[config.mk]
export PLATFORM = sky130hd
export DESIGN_NAME = printf_format_spec_parser_top
export DESIGN_NICKNAME = d
export VERILOG_FILES = /design/src/hw/rtl/pfsp_pkg.sv /design/src/hw/rtl/printf_format_spec_parser_top.sv /design/src/hw/rtl/pfsp_front.sv /design/src/hw/rtl/pfsp_queue.sv /design/src/hw/rtl/pfsp_back.sv
export SDC_FILE = /design/constraint.sdc
export NUM_CORES = 1
export LEC_CHECK = 0
export BUFFER_PORTS_ARGS = -buffer_cell sky130_fd_sc_hd__buf_4
export CAP_MARGIN = 20
export CORE_MARGIN = 3
export CORE_UTILIZATION = 40
export DETAILED_ROUTE_END_ITERATION = 12
export HOLD_SLACK_MARGIN = 0.02
export PLACE_DENSITY = 0.65
export SLEW_MARGIN = 20
export SYNTH_ARGS = -nofsm -noshare
export SYNTH_HDL_FRONTEND = slang
export SYNTH_HIERARCHICAL = 1
export SYNTH_SLANG_ARGS = --single-unit
export TNS_END_PERCENT = 100
[constraint.sdc]
create_clock -name clk -period 12.95 [get_ports clk]
set_input_delay 1.9425 -clock clk [delete_from_list [all_inputs] [get_ports clk]]
set_output_delay 1.9425 -clock clk [all_outputs]
set_load 0.05 [all_outputs]
[src/hw/rtl/pfsp_pkg.sv]
// ----------------------------------------------------------------------------
// pfsp_pkg
// Shared types, constants and helpers of the format specifier parser.
// ----------------------------------------------------------------------------
`default_nettype none

package pfsp_pkg;

  localparam int NUM_BITS   = 32;
  localparam int FIELD_W    = 32;
  localparam int BASE_W     = 5;
  localparam int FLAG_W     = 6;
  localparam int MOD_W      = 7;
  localparam int LEN_W      = 8;
  localparam int Q_DEPTH    = 4;
  localparam int Q_PTR_W    = $clog2(Q_DEPTH);
  localparam int Q_CNT_W    = $clog2(Q_DEPTH + 1);

  localparam logic [NUM_BITS-1:0] NUM_MAX  = {1'b0, {(NUM_BITS-1){1'b1}}};
  localparam logic [BASE_W-1:0]   BASE_DEC = BASE_W'(10);
  localparam logic [BASE_W-1:0]   BASE_OCT = BASE_W'(8);
  localparam logic [BASE_W-1:0]   BASE_HEX = BASE_W'(16);
  localparam logic [BASE_W-1:0]   BASE_KEEP = '0;
  localparam logic [NUM_BITS-1:0] BASE_LIMIT = NUM_BITS'(16);
  localparam logic [LEN_W-1:0]    LEN_MAX  = '1;

  // modifier bit positions
  localparam int MB_Z  = 0;
  localparam int MB_J  = 1;
  localparam int MB_LL = 2;
  localparam int MB_L  = 3;
  localparam int MB_HH = 4;
  localparam int MB_H  = 5;
  localparam int MB_BL = 6;

  localparam logic [7:0] CH_BANG = 8'h21;

  typedef enum logic [3:0] {
    CL_CONV  = 4'd0,
    CL_FLAG  = 4'd1,
    CL_DIGIT = 4'd2,
    CL_STAR  = 4'd3,
    CL_DOT   = 4'd4,
    CL_Z     = 4'd5,
    CL_J     = 4'd6,
    CL_LOW_L = 4'd7,
    CL_LOW_H = 4'd8,
    CL_BIG_L = 4'd9,
    CL_OTHER = 4'd10
  } cls_t;

  typedef struct packed {
    logic [7:0]        ch;
    logic [FIELD_W-1:0] star;
    cls_t              cls;
    logic              is_digit;
    logic [3:0]        digit;
    logic [FLAG_W-1:0] flag_oh;
    logic [BASE_W-1:0] conv_base;
  } word_t;

  typedef enum logic [3:0] {
    PH_IDLE = 4'b0001,
    PH_NUM  = 4'b0010,
    PH_DOT  = 4'b0100,
    PH_PREC = 4'b1000
  } phase_t;

  typedef enum logic [2:0] {
    PM_NONE = 3'b001,
    PM_L    = 3'b010,
    PM_H    = 3'b100
  } pend_t;

  function automatic logic [NUM_BITS-1:0] accum(input logic [NUM_BITS-1:0] acc,
                                                input logic [3:0] d);
    logic [NUM_BITS+3:0] v;
    v = {1'b0, acc, 3'b000} + {3'b000, acc, 1'b0} + {NUM_BITS'(0), d};
    if (v > {4'b0000, NUM_MAX}) begin
      return NUM_MAX;
    end
    return v[NUM_BITS-1:0];
  endfunction

endpackage

`default_nettype wire

[src/hw/rtl/printf_format_spec_parser_top.sv]
// ----------------------------------------------------------------------------
// printf_format_spec_parser_top
// Parses printf conversion specifiers one character per word.
//
//   channel | direction | ports
//   --------+-----------+-------------------------------------------------
//   in      | input     | in_valid, in_stall, in_character, in_star_value
//   out     | output    | out_valid, out_stall, out_* record fields
//
// one character word per cycle sustained while in_stall is low; the word that
// ends the spec yields a record via queue write, then execute into result reg.
// the four-entry queue decouples classification from the parse state update;
// in_stall rises only when the queue is full.
// rst_n is synchronous, active low, and clears parse state and the queue.
// ----------------------------------------------------------------------------
`default_nettype none

module printf_format_spec_parser_top (
  input  wire logic                              clk,
  input  wire logic                              rst_n,
  input  wire logic                              in_valid,
  output logic                                   in_stall,
  input  wire logic [7:0]                        in_character,
  input  wire logic signed [pfsp_pkg::FIELD_W-1:0] in_star_value,
  output logic                                   out_valid,
  input  wire logic                              out_stall,
  output logic [7:0]                             out_conversion_char,
  output logic [pfsp_pkg::FLAG_W-1:0]            out_flag_bits,
  output logic signed [pfsp_pkg::FIELD_W-1:0]    out_field_width,
  output logic signed [pfsp_pkg::FIELD_W-1:0]    out_precision,
  output logic [pfsp_pkg::BASE_W-1:0]            out_number_base,
  output logic [pfsp_pkg::MOD_W-1:0]             out_modifier_bits,
  output logic [7:0]                             out_error_char,
  output logic                                   out_is_error,
  output logic [pfsp_pkg::LEN_W-1:0]             out_spec_length
);

  logic            q_full;
  logic            q_push;
  logic            q_pop;
  logic            q_not_empty;
  pfsp_pkg::word_t push_word;
  pfsp_pkg::word_t head_word;

  pfsp_front u_front (
    .in_valid      (in_valid),
    .in_stall      (in_stall),
    .in_character  (in_character),
    .in_star_value (in_star_value),
    .q_full        (q_full),
    .q_push        (q_push),
    .q_word        (push_word)
  );

  pfsp_queue u_queue (
    .clk       (clk),
    .rst_n     (rst_n),
    .push      (q_push),
    .push_word (push_word),
    .full      (q_full),
    .pop       (q_pop),
    .not_empty (q_not_empty),
    .head_word (head_word)
  );

  pfsp_back u_back (
    .clk                 (clk),
    .rst_n               (rst_n),
    .q_not_empty         (q_not_empty),
    .q_word              (head_word),
    .q_pop               (q_pop),
    .out_valid           (out_valid),
    .out_stall           (out_stall),
    .out_conversion_char (out_conversion_char),
    .out_flag_bits       (out_flag_bits),
    .out_field_width     (out_field_width),
    .out_precision       (out_precision),
    .out_number_base     (out_number_base),
    .out_modifier_bits   (out_modifier_bits),
    .out_error_char      (out_error_char),
    .out_is_error        (out_is_error),
    .out_spec_length     (out_spec_length)
  );

endmodule

`default_nettype wire

[src/hw/rtl/pfsp_front.sv]
// ----------------------------------------------------------------------------
// pfsp_front
// Input handshake and character classification into a queue word.
// ----------------------------------------------------------------------------
`default_nettype none

module pfsp_front (
  input  wire logic                            in_valid,
  output logic                                 in_stall,
  input  wire logic [7:0]                      in_character,
  input  wire logic signed [pfsp_pkg::FIELD_W-1:0] in_star_value,
  input  wire logic                            q_full,
  output logic                                 q_push,
  output pfsp_pkg::word_t                      q_word
);

  pfsp_pkg::cls_t                  cls;
  logic [pfsp_pkg::FLAG_W-1:0]     flag_oh;
  logic [pfsp_pkg::BASE_W-1:0]     conv_base;

  always_comb begin
    cls       = pfsp_pkg::CL_OTHER;
    flag_oh   = '0;
    conv_base = pfsp_pkg::BASE_KEEP;
    unique case (in_character)
      "s", "S", "p", "d", "D", "i", "u", "U", "c", "C", "e", "E", "f", "F",
      "g", "G", "a", "A", "n", "b", "r", "k": cls = pfsp_pkg::CL_CONV;
      "o", "O": begin
        cls       = pfsp_pkg::CL_CONV;
        conv_base = pfsp_pkg::BASE_OCT;
      end
      "x", "X": begin
        cls       = pfsp_pkg::CL_CONV;
        conv_base = pfsp_pkg::BASE_HEX;
      end
      "#": begin cls = pfsp_pkg::CL_FLAG; flag_oh = 6'b000001; end
      "0": begin cls = pfsp_pkg::CL_FLAG; flag_oh = 6'b000010; end
      "-": begin cls = pfsp_pkg::CL_FLAG; flag_oh = 6'b000100; end
      "+": begin cls = pfsp_pkg::CL_FLAG; flag_oh = 6'b001000; end
      " ": begin cls = pfsp_pkg::CL_FLAG; flag_oh = 6'b010000; end
      "'": begin cls = pfsp_pkg::CL_FLAG; flag_oh = 6'b100000; end
      "1", "2", "3", "4", "5", "6", "7", "8", "9": cls = pfsp_pkg::CL_DIGIT;
      "*": cls = pfsp_pkg::CL_STAR;
      ".": cls = pfsp_pkg::CL_DOT;
      "z": cls = pfsp_pkg::CL_Z;
      "j": cls = pfsp_pkg::CL_J;
      "l": cls = pfsp_pkg::CL_LOW_L;
      "h": cls = pfsp_pkg::CL_LOW_H;
      "L": cls = pfsp_pkg::CL_BIG_L;
      default: cls = pfsp_pkg::CL_OTHER;
    endcase
  end

  assign in_stall = q_full;
  assign q_push   = in_valid && !q_full;

  always_comb begin
    q_word.ch        = in_character;
    q_word.star      = in_star_value;
    q_word.cls       = cls;
    q_word.is_digit  = (in_character >= "0") && (in_character <= "9");
    q_word.digit     = in_character[3:0];
    q_word.flag_oh   = flag_oh;
    q_word.conv_base = conv_base;
  end

endmodule

`default_nettype wire

[src/hw/rtl/pfsp_queue.sv]
// ----------------------------------------------------------------------------
// pfsp_queue
// Short word queue between the classifier and the execution stage.
// ----------------------------------------------------------------------------
`default_nettype none

module pfsp_queue (
  input  wire logic            clk,
  input  wire logic            rst_n,
  input  wire logic            push,
  input  wire pfsp_pkg::word_t push_word,
  output logic                 full,
  input  wire logic            pop,
  output logic                 not_empty,
  output pfsp_pkg::word_t      head_word
);

  pfsp_pkg::word_t                 mem_r [pfsp_pkg::Q_DEPTH];
  logic [pfsp_pkg::Q_PTR_W-1:0]    wr_ptr_r, wr_ptr_nxt;
  logic [pfsp_pkg::Q_PTR_W-1:0]    rd_ptr_r, rd_ptr_nxt;
  logic [pfsp_pkg::Q_CNT_W-1:0]    cnt_r, cnt_nxt;

  assign full      = (cnt_r == pfsp_pkg::Q_CNT_W'(pfsp_pkg::Q_DEPTH));
  assign not_empty = (cnt_r != '0);
  assign head_word = mem_r[rd_ptr_r];

  always_comb begin
    wr_ptr_nxt = push ? wr_ptr_r + 1'b1 : wr_ptr_r;
    rd_ptr_nxt = pop ? rd_ptr_r + 1'b1 : rd_ptr_r;
    cnt_nxt    = cnt_r;
    if (push && !pop) begin
      cnt_nxt = cnt_r + 1'b1;
    end else if (pop && !push) begin
      cnt_nxt = cnt_r - 1'b1;
    end
  end

  always_ff @(posedge clk) begin
    if (!rst_n) begin
      wr_ptr_r <= '0;
      rd_ptr_r <= '0;
      cnt_r    <= '0;
    end else begin
      wr_ptr_r <= wr_ptr_nxt;
      rd_ptr_r <= rd_ptr_nxt;
      cnt_r    <= cnt_nxt;
    end
  end

  always_ff @(posedge clk) begin
    if (push) begin
      mem_r[wr_ptr_r] <= push_word;
    end
  end

endmodule

`default_nettype wire

[src/hw/rtl/pfsp_back.sv]
// ----------------------------------------------------------------------------
// pfsp_back
// Parse state machine and field registers; loads the result register.
// ----------------------------------------------------------------------------
`default_nettype none

module pfsp_back (
  input  wire logic                             clk,
  input  wire logic                             rst_n,
  input  wire logic                             q_not_empty,
  input  wire pfsp_pkg::word_t                  q_word,
  output logic                                  q_pop,
  output logic                                  out_valid,
  input  wire logic                             out_stall,
  output logic [7:0]                            out_conversion_char,
  output logic [pfsp_pkg::FLAG_W-1:0]           out_flag_bits,
  output logic signed [pfsp_pkg::FIELD_W-1:0]   out_field_width,
  output logic signed [pfsp_pkg::FIELD_W-1:0]   out_precision,
  output logic [pfsp_pkg::BASE_W-1:0]           out_number_base,
  output logic [pfsp_pkg::MOD_W-1:0]            out_modifier_bits,
  output logic [7:0]                            out_error_char,
  output logic                                  out_is_error,
  output logic [pfsp_pkg::LEN_W-1:0]            out_spec_length
);

  logic [pfsp_pkg::FLAG_W-1:0]   flag_r, flag_nxt;
  logic [pfsp_pkg::FIELD_W-1:0]  width_r, width_nxt;
  logic [pfsp_pkg::FIELD_W-1:0]  prec_r, prec_nxt;
  logic [pfsp_pkg::BASE_W-1:0]   base_r, base_nxt;
  logic [pfsp_pkg::MOD_W-1:0]    mod_r, mod_nxt;
  logic [pfsp_pkg::NUM_BITS-1:0] acc_r, acc_nxt;
  pfsp_pkg::phase_t              phase_r, phase_nxt;
  pfsp_pkg::pend_t               pend_r, pend_nxt;
  logic [pfsp_pkg::LEN_W-1:0]    len_r, len_nxt;

  logic                          valid_r;
  logic [7:0]                    conv_r;
  logic [pfsp_pkg::FLAG_W-1:0]   oflag_r;
  logic [pfsp_pkg::FIELD_W-1:0]  owidth_r;
  logic [pfsp_pkg::FIELD_W-1:0]  oprec_r;
  logic [pfsp_pkg::BASE_W-1:0]   obase_r;
  logic [pfsp_pkg::MOD_W-1:0]    omod_r;
  logic [7:0]                    oerr_r;
  logic                          oiserr_r;
  logic [pfsp_pkg::LEN_W-1:0]    olen_r;

  logic                          adv;
  logic                          fall;
  logic                          stop;
  logic                          emit;
  logic                          is_err;
  logic [pfsp_pkg::FIELD_W-1:0]  acc_ext;
  logic [pfsp_pkg::NUM_BITS-1:0] acc_step;

  assign adv      = q_not_empty && (!valid_r || !out_stall);
  assign q_pop    = adv;
  assign acc_ext  = pfsp_pkg::FIELD_W'(acc_r);
  assign acc_step = pfsp_pkg::accum(acc_r, q_word.digit);

  always_comb begin
    flag_nxt  = flag_r;
    width_nxt = width_r;
    prec_nxt  = prec_r;
    base_nxt  = base_r;
    mod_nxt   = mod_r;
    acc_nxt   = acc_r;
    phase_nxt = phase_r;
    pend_nxt  = pend_r;
    len_nxt   = (len_r == pfsp_pkg::LEN_MAX) ? len_r : len_r + 1'b1;
    fall      = 1'b0;
    stop      = 1'b0;
    emit      = 1'b0;
    is_err    = 1'b0;

    unique case (phase_r)
      pfsp_pkg::PH_NUM: begin
        if (q_word.is_digit) begin
          acc_nxt = acc_step;
        end else begin
          phase_nxt = pfsp_pkg::PH_IDLE;
          if (q_word.ch == pfsp_pkg::CH_BANG) begin
            base_nxt = (acc_r > pfsp_pkg::BASE_LIMIT) ? pfsp_pkg::BASE_DEC
                                                      : acc_r[pfsp_pkg::BASE_W-1:0];
          end else begin
            width_nxt = acc_ext;
            fall      = 1'b1;
          end
        end
      end
      pfsp_pkg::PH_DOT: begin
        phase_nxt = pfsp_pkg::PH_IDLE;
        if (q_word.cls == pfsp_pkg::CL_STAR) begin
          prec_nxt = q_word.star;
        end else if (q_word.is_digit) begin
          acc_nxt   = pfsp_pkg::NUM_BITS'(q_word.digit);
          phase_nxt = pfsp_pkg::PH_PREC;
        end else begin
          fall = 1'b1;
        end
      end
      pfsp_pkg::PH_PREC: begin
        if (q_word.is_digit) begin
          acc_nxt = acc_step;
        end else begin
          prec_nxt  = acc_ext;
          phase_nxt = pfsp_pkg::PH_IDLE;
          fall      = 1'b1;
        end
      end
      default: begin
        phase_nxt = pfsp_pkg::PH_IDLE;
        fall      = 1'b1;
      end
    endcase

    if (fall) begin
      pend_nxt = pfsp_pkg::PM_NONE;
      unique case (pend_r)
        pfsp_pkg::PM_L: begin
          if (q_word.cls == pfsp_pkg::CL_LOW_L) begin
            mod_nxt[pfsp_pkg::MB_LL] = 1'b1;
            stop = 1'b1;
          end else begin
            mod_nxt[pfsp_pkg::MB_L] = 1'b1;
          end
        end
        pfsp_pkg::PM_H: begin
          if (q_word.cls == pfsp_pkg::CL_LOW_H) begin
            mod_nxt[pfsp_pkg::MB_HH] = 1'b1;
            stop = 1'b1;
          end else begin
            mod_nxt[pfsp_pkg::MB_H] = 1'b1;
          end
        end
        default: begin
        end
      endcase

      if (!stop) begin
        unique case (q_word.cls)
          pfsp_pkg::CL_CONV: begin
            if (q_word.conv_base != pfsp_pkg::BASE_KEEP) begin
              base_nxt = q_word.conv_base;
            end
            emit = 1'b1;
          end
          pfsp_pkg::CL_FLAG:  flag_nxt = flag_nxt | q_word.flag_oh;
          pfsp_pkg::CL_DIGIT: begin
            acc_nxt   = pfsp_pkg::NUM_BITS'(q_word.digit);
            phase_nxt = pfsp_pkg::PH_NUM;
          end
          pfsp_pkg::CL_STAR:  width_nxt = q_word.star;
          pfsp_pkg::CL_DOT:   phase_nxt = pfsp_pkg::PH_DOT;
          pfsp_pkg::CL_Z:     mod_nxt[pfsp_pkg::MB_Z] = 1'b1;
          pfsp_pkg::CL_J:     mod_nxt[pfsp_pkg::MB_J] = 1'b1;
          pfsp_pkg::CL_LOW_L: pend_nxt = pfsp_pkg::PM_L;
          pfsp_pkg::CL_LOW_H: pend_nxt = pfsp_pkg::PM_H;
          pfsp_pkg::CL_BIG_L: mod_nxt[pfsp_pkg::MB_BL] = 1'b1;
          default: begin
            emit   = 1'b1;
            is_err = 1'b1;
          end
        endcase
      end
    end
  end

  // control and parse state
  always_ff @(posedge clk) begin
    if (!rst_n) begin
      flag_r  <= '0;
      width_r <= '0;
      prec_r  <= '0;
      base_r  <= pfsp_pkg::BASE_DEC;
      mod_r   <= '0;
      acc_r   <= '0;
      phase_r <= pfsp_pkg::PH_IDLE;
      pend_r  <= pfsp_pkg::PM_NONE;
      len_r   <= '0;
      valid_r <= 1'b0;
    end else begin
      if (adv) begin
        if (emit) begin
          flag_r  <= '0;
          width_r <= '0;
          prec_r  <= '0;
          base_r  <= pfsp_pkg::BASE_DEC;
          mod_r   <= '0;
          acc_r   <= '0;
          phase_r <= pfsp_pkg::PH_IDLE;
          pend_r  <= pfsp_pkg::PM_NONE;
          len_r   <= '0;
        end else begin
          flag_r  <= flag_nxt;
          width_r <= width_nxt;
          prec_r  <= prec_nxt;
          base_r  <= base_nxt;
          mod_r   <= mod_nxt;
          acc_r   <= acc_nxt;
          phase_r <= phase_nxt;
          pend_r  <= pend_nxt;
          len_r   <= len_nxt;
        end
      end
      if (adv && emit) begin
        valid_r <= 1'b1;
      end else if (!out_stall) begin
        valid_r <= 1'b0;
      end
    end
  end

  // result word
  always_ff @(posedge clk) begin
    if (adv && emit) begin
      conv_r   <= is_err ? 8'h00 : q_word.ch;
      oflag_r  <= flag_nxt;
      owidth_r <= width_nxt;
      oprec_r  <= prec_nxt;
      obase_r  <= base_nxt;
      omod_r   <= mod_nxt;
      oerr_r   <= is_err ? q_word.ch : 8'h00;
      oiserr_r <= is_err;
      olen_r   <= len_nxt;
    end
  end

  assign out_valid           = valid_r;
  assign out_conversion_char = conv_r;
  assign out_flag_bits       = oflag_r;
  assign out_field_width     = signed'(owidth_r);
  assign out_precision       = signed'(oprec_r);
  assign out_number_base     = obase_r;
  assign out_modifier_bits   = omod_r;
  assign out_error_char      = oerr_r;
  assign out_is_error        = oiserr_r;
  assign out_spec_length     = olen_r;

endmodule

`default_nettype wire
==> results.cfg <==
[run_status]
status = finished clean

[timing]
fin_setup_tns_ps = 0
finalClockSkew_ps = 10.12
finalHoldViolCount = 0
slew-limit-headroom_pct = 27.59
slew_violations = 0
tightest_slew_ps = 1086
rsz0062_at_grt = false
min_period_ps = 5781
finalCritPeriodShare_pct = 44.64
fmax_mhz = 173.0
setup_violations = 0

[global_routing]
gr-usage-met2_pct = 29.33
met1_usage_pct = 25.94
grt_max_degree = 87
grt.busiest_layer = met2
use_met3_pct = 3.907
track_usage_pct = 18.49
grt_pass1_wl_um = 85600
grt_pass1_vias = 14500
grt_overflow = 0
antenna_found_initial = 1

[layout]
multi_input_area_um2 = 8158
areaGrowthSynthToFinish_pct = 13.32
nets = 1960
final_layout_size_suffix_gt1_share_pct = 18.05
fillers = 4853
num_antenna_cells = 0
post-route-util_pct = 46.44
seq_area_um2 = 13210

[worst_setup_path]
path_max_fanout = 60
slowest_stage = mux4_2
crit_type = flop to flop
crit_family = buffers and inverters
crit_path_frequent_cell = buf_4
cp.required_ps = 13160
cp_slowest_stage_delay_ps = 780
start_kind = flop
crit_chain = buf_4 > mux4_2 > a211oi_4 > buf_4 > a211oi_2 > nor2_1 > and3_1 > o21ai_1 > inv_4 > buf_4
arrival_ps = 5990
critPathBufInv = 4
crit_path_end_kind = flop

[cts]
cts_tree = yes
numCtsBuffers = 50
clock-sinks = 486
clk_latency_ps = 590
cts_resized = 0
holdBufCountCts = 0
cts_setup_buffers = 0
h-tree-depth = 2
cts-root-buf = clkbuf_16
cts_buffer_depth = 3
path_clk_slew_ps = 60

[placed_design]
gp_congestion = 0.9082
port_buffers = 152
dpl.hpwl_um = 36050

[die]
rows = 85
die_h_um = 242.2
ios = 153
core_um2 = 54450
die_x_um = 242.2
die_area_um2 = 58650
start_util_pct = 40.98

[yosys]
synth_edf_count = 347
seq_area_frac_synth_pct = 59.17
async_flop_share_pct = 0
ys_types = 83
synthFlopType = edfxtp_1
syn_area_um2 = 22310
ys_ff_latch = 486
syn-mean-instance-area_um2 = 12.59
syn_inst = 1772
synth_warnings = 6

[power_and_ir_drop]
p_leak_uw = 0.009062
ir_drop_v = 0.0001478
powerDensity_nw_per_um2 = 212.3

[route]
ant_nets = 0
drt-wirelength-per-cell_um = 21.10
firstDrtPassIters = 6
avgViaCountPerCell = 5.620
drc = 0
vias = 14740
wirelength_um = 55360
drt_iter0_drc = 1550

[hold_path]
min_path_type = flop to flop
min-delay-start = u_back/base_r[3]

[run]
cap_violations = 0
==> final cells by class <==
| cell class | instances | area share, % |
|---|---|---|
| Clock buffer | 61 | 5.151 |
| Clock inverter | 31 | 1.252 |
| Inverter | 22 | 0.3365 |
| Multi-Input combinational cell | 1112 | 32.26 |
| Sequential cell | 486 | 52.23 |
| Tap cell | 739 | 3.657 |
| Timing Repair Buffer | 172 | 5.107 |
==> cell usage after synthesis (all sizes together), types with 7 or more instances <==
| library cell | instances | share of area, % |
|---|---|---|
| edfxtp | 347 | 47 |
| nand2 | 162 | 2.7 |
| dfxtp | 139 | 12 |
| nor2 | 133 | 2.2 |
| a22oi | 110 | 3.7 |
| buf | 86 | 3.0 |
| o21ai | 85 | 1.9 |
| a21oi | 77 | 1.7 |
| ha | 69 | 3.9 |
| clkbuf | 68 | 1.1 |
| mux4 | 60 | 6.1 |
| nor3 | 39 | 0.92 |
| mux2i | 36 | 1.6 |
| a211oi | 33 | 1.2 |
| nor2b | 32 | 0.90 |
| xnor2 | 24 | 0.94 |
| a21o | 22 | 0.74 |
| and2 | 22 | 0.62 |
| inv | 21 | 0.35 |
| xor2 | 18 | 0.71 |
| nand4 | 16 | 0.45 |
| o211ai | 16 | 0.54 |
| nand2b | 14 | 0.39 |
| nand3 | 13 | 0.29 |
| nor4 | 11 | 0.31 |
| and3 | 10 | 0.28 |
| o22ai | 8 | 0.22 |
| or3 | 7 | 0.22 |
==> cell families after synthesis <==
group	after synthesis	synth area share, %
AOI/OAI and AO/OA	405	12.13
xor gates and xnor gates	42	1.649
adders and majority gates	72	4.138
buffers and inverters	176	4.491
DFF	486	59.17
muxes	98	7.772
other	1	0.01681
and+or+nand+nor	492	10.63
==> per-layer routing <==
metal | vias to the layer above | routed length, um
met2 | 468 | 25800
met5 | - | 10
met3 | 72 | 3526
li1 | 6831 | -
met4 | 2 | 1209
met1 | 7368 | 24810
==> registers in the layout, indices dropped and copies added (netlist names), 2 cells and up, named ones only <==
name / count
u_back/prec_r: 32
u_back/out_spec_length: 8
u_back/out_conversion_char: 8
u_back/mod_r: 7
u_back/out_error_char: 8
u_queue/rd_ptr_r: 2
u_back/width_r: 32
u_queue/cnt_r: 3
u_back/acc_ext: 32
u_back/out_modifier_bits: 7
u_back/flag_r: 6
u_back/base_r: 5
u_queue/mem_r: 240
u_back/out_field_width: 32
u_queue/wr_ptr_r: 2
u_back/out_flag_bits: 6
u_back/phase_r: 4
u_back/pend_r: 3
u_back/out_precision: 32
u_back/out_number_base: 5
u_back/len_r: 8
==> per-stage QoR <==
| stage | worst slack [ps] | hold WS [ps] | area (um^2) | cells | power [uW] |
|---|---|---|---|---|---|
| floorplan | 7751 | 447.4 | 22320 | 1774 | 3447 |
| global placement | 7300 | 480.6 | 23670 | 2531 | 3966 |
| detailed placement | 7162 | 480.3 | 23670 | 2531 | 3992 |
| CTS | 7128 | 502.0 | 25280 | 2623 | 5422 |
| global route | 6806 | 534.3 | 25290 | 2623 | 5599 |
| finish | 7169 | 506.0 | 25290 | 2623 | 5369 |
==> cell usage in the layout (no fill, tap or decap), types with 6 or more instances in the layout <==
master,synthesis,routed
clkbuf_1,68,10
xor2_1,18,18
nor2_1,133,130
clkinv_2,0,15
o21a_1,6,6
nand3_1,13,13
a22oi_1,110,110
nor2b_1,32,31
dfxtp_1,139,137
nand4_1,16,16
nor4b_1,6,6
inv_1,20,19
a21o_1,22,22
mux2i_1,36,36
o22ai_1,8,7
nand2b_1,14,14
a21oi_1,76,76
and2_1,22,18
nand2_1,161,160
and3_1,10,10
buf_4,52,172
mux4_2,60,60
o211ai_1,16,16
clkbuf_16,0,50
ha_1,69,69
nor4_1,11,11
a211oi_1,31,31
or3_1,6,6
edfxtp_1,347,347
nor3_1,37,37
xnor2_1,24,24
o21ai_0,83,83
a21boi_0,6,6
==> tightest hold or removal path, delay by kind of cell (launching register included) <==
kind	cells	cell delay (ps)
AND/OR/NAND/NOR	2	130
flip-flops	1	340
==> power breakdown <==
| group | internal (uW) | leakage, uW | switching, uW | total (uW) |
|---|---|---|---|---|
| clock network | 821 | 0.000797 | 599 | 1420 |
| registers | 2000 | 0.00433 | 120 | 2120 |
| logic | 497 | 0.00393 | 1330 | 1830 |
| total | 3320 | 0.00906 | 2050 | 5370 |
==> path summary, 6_finish.rpt <==
| check | endpoint | slack, ps | cells past startpoint |
|---|---|---|---|
| min | u_back/base_r[3] | 510 | 2 |
| max reg2reg | u_back/out_precision[19] | 7170 | 10 |
| min reg2reg | u_back/base_r[3] | 510 | 2 |
| max | u_back/out_precision[19] | 7170 | 10 |
Power figures use the tool's default switching activity.
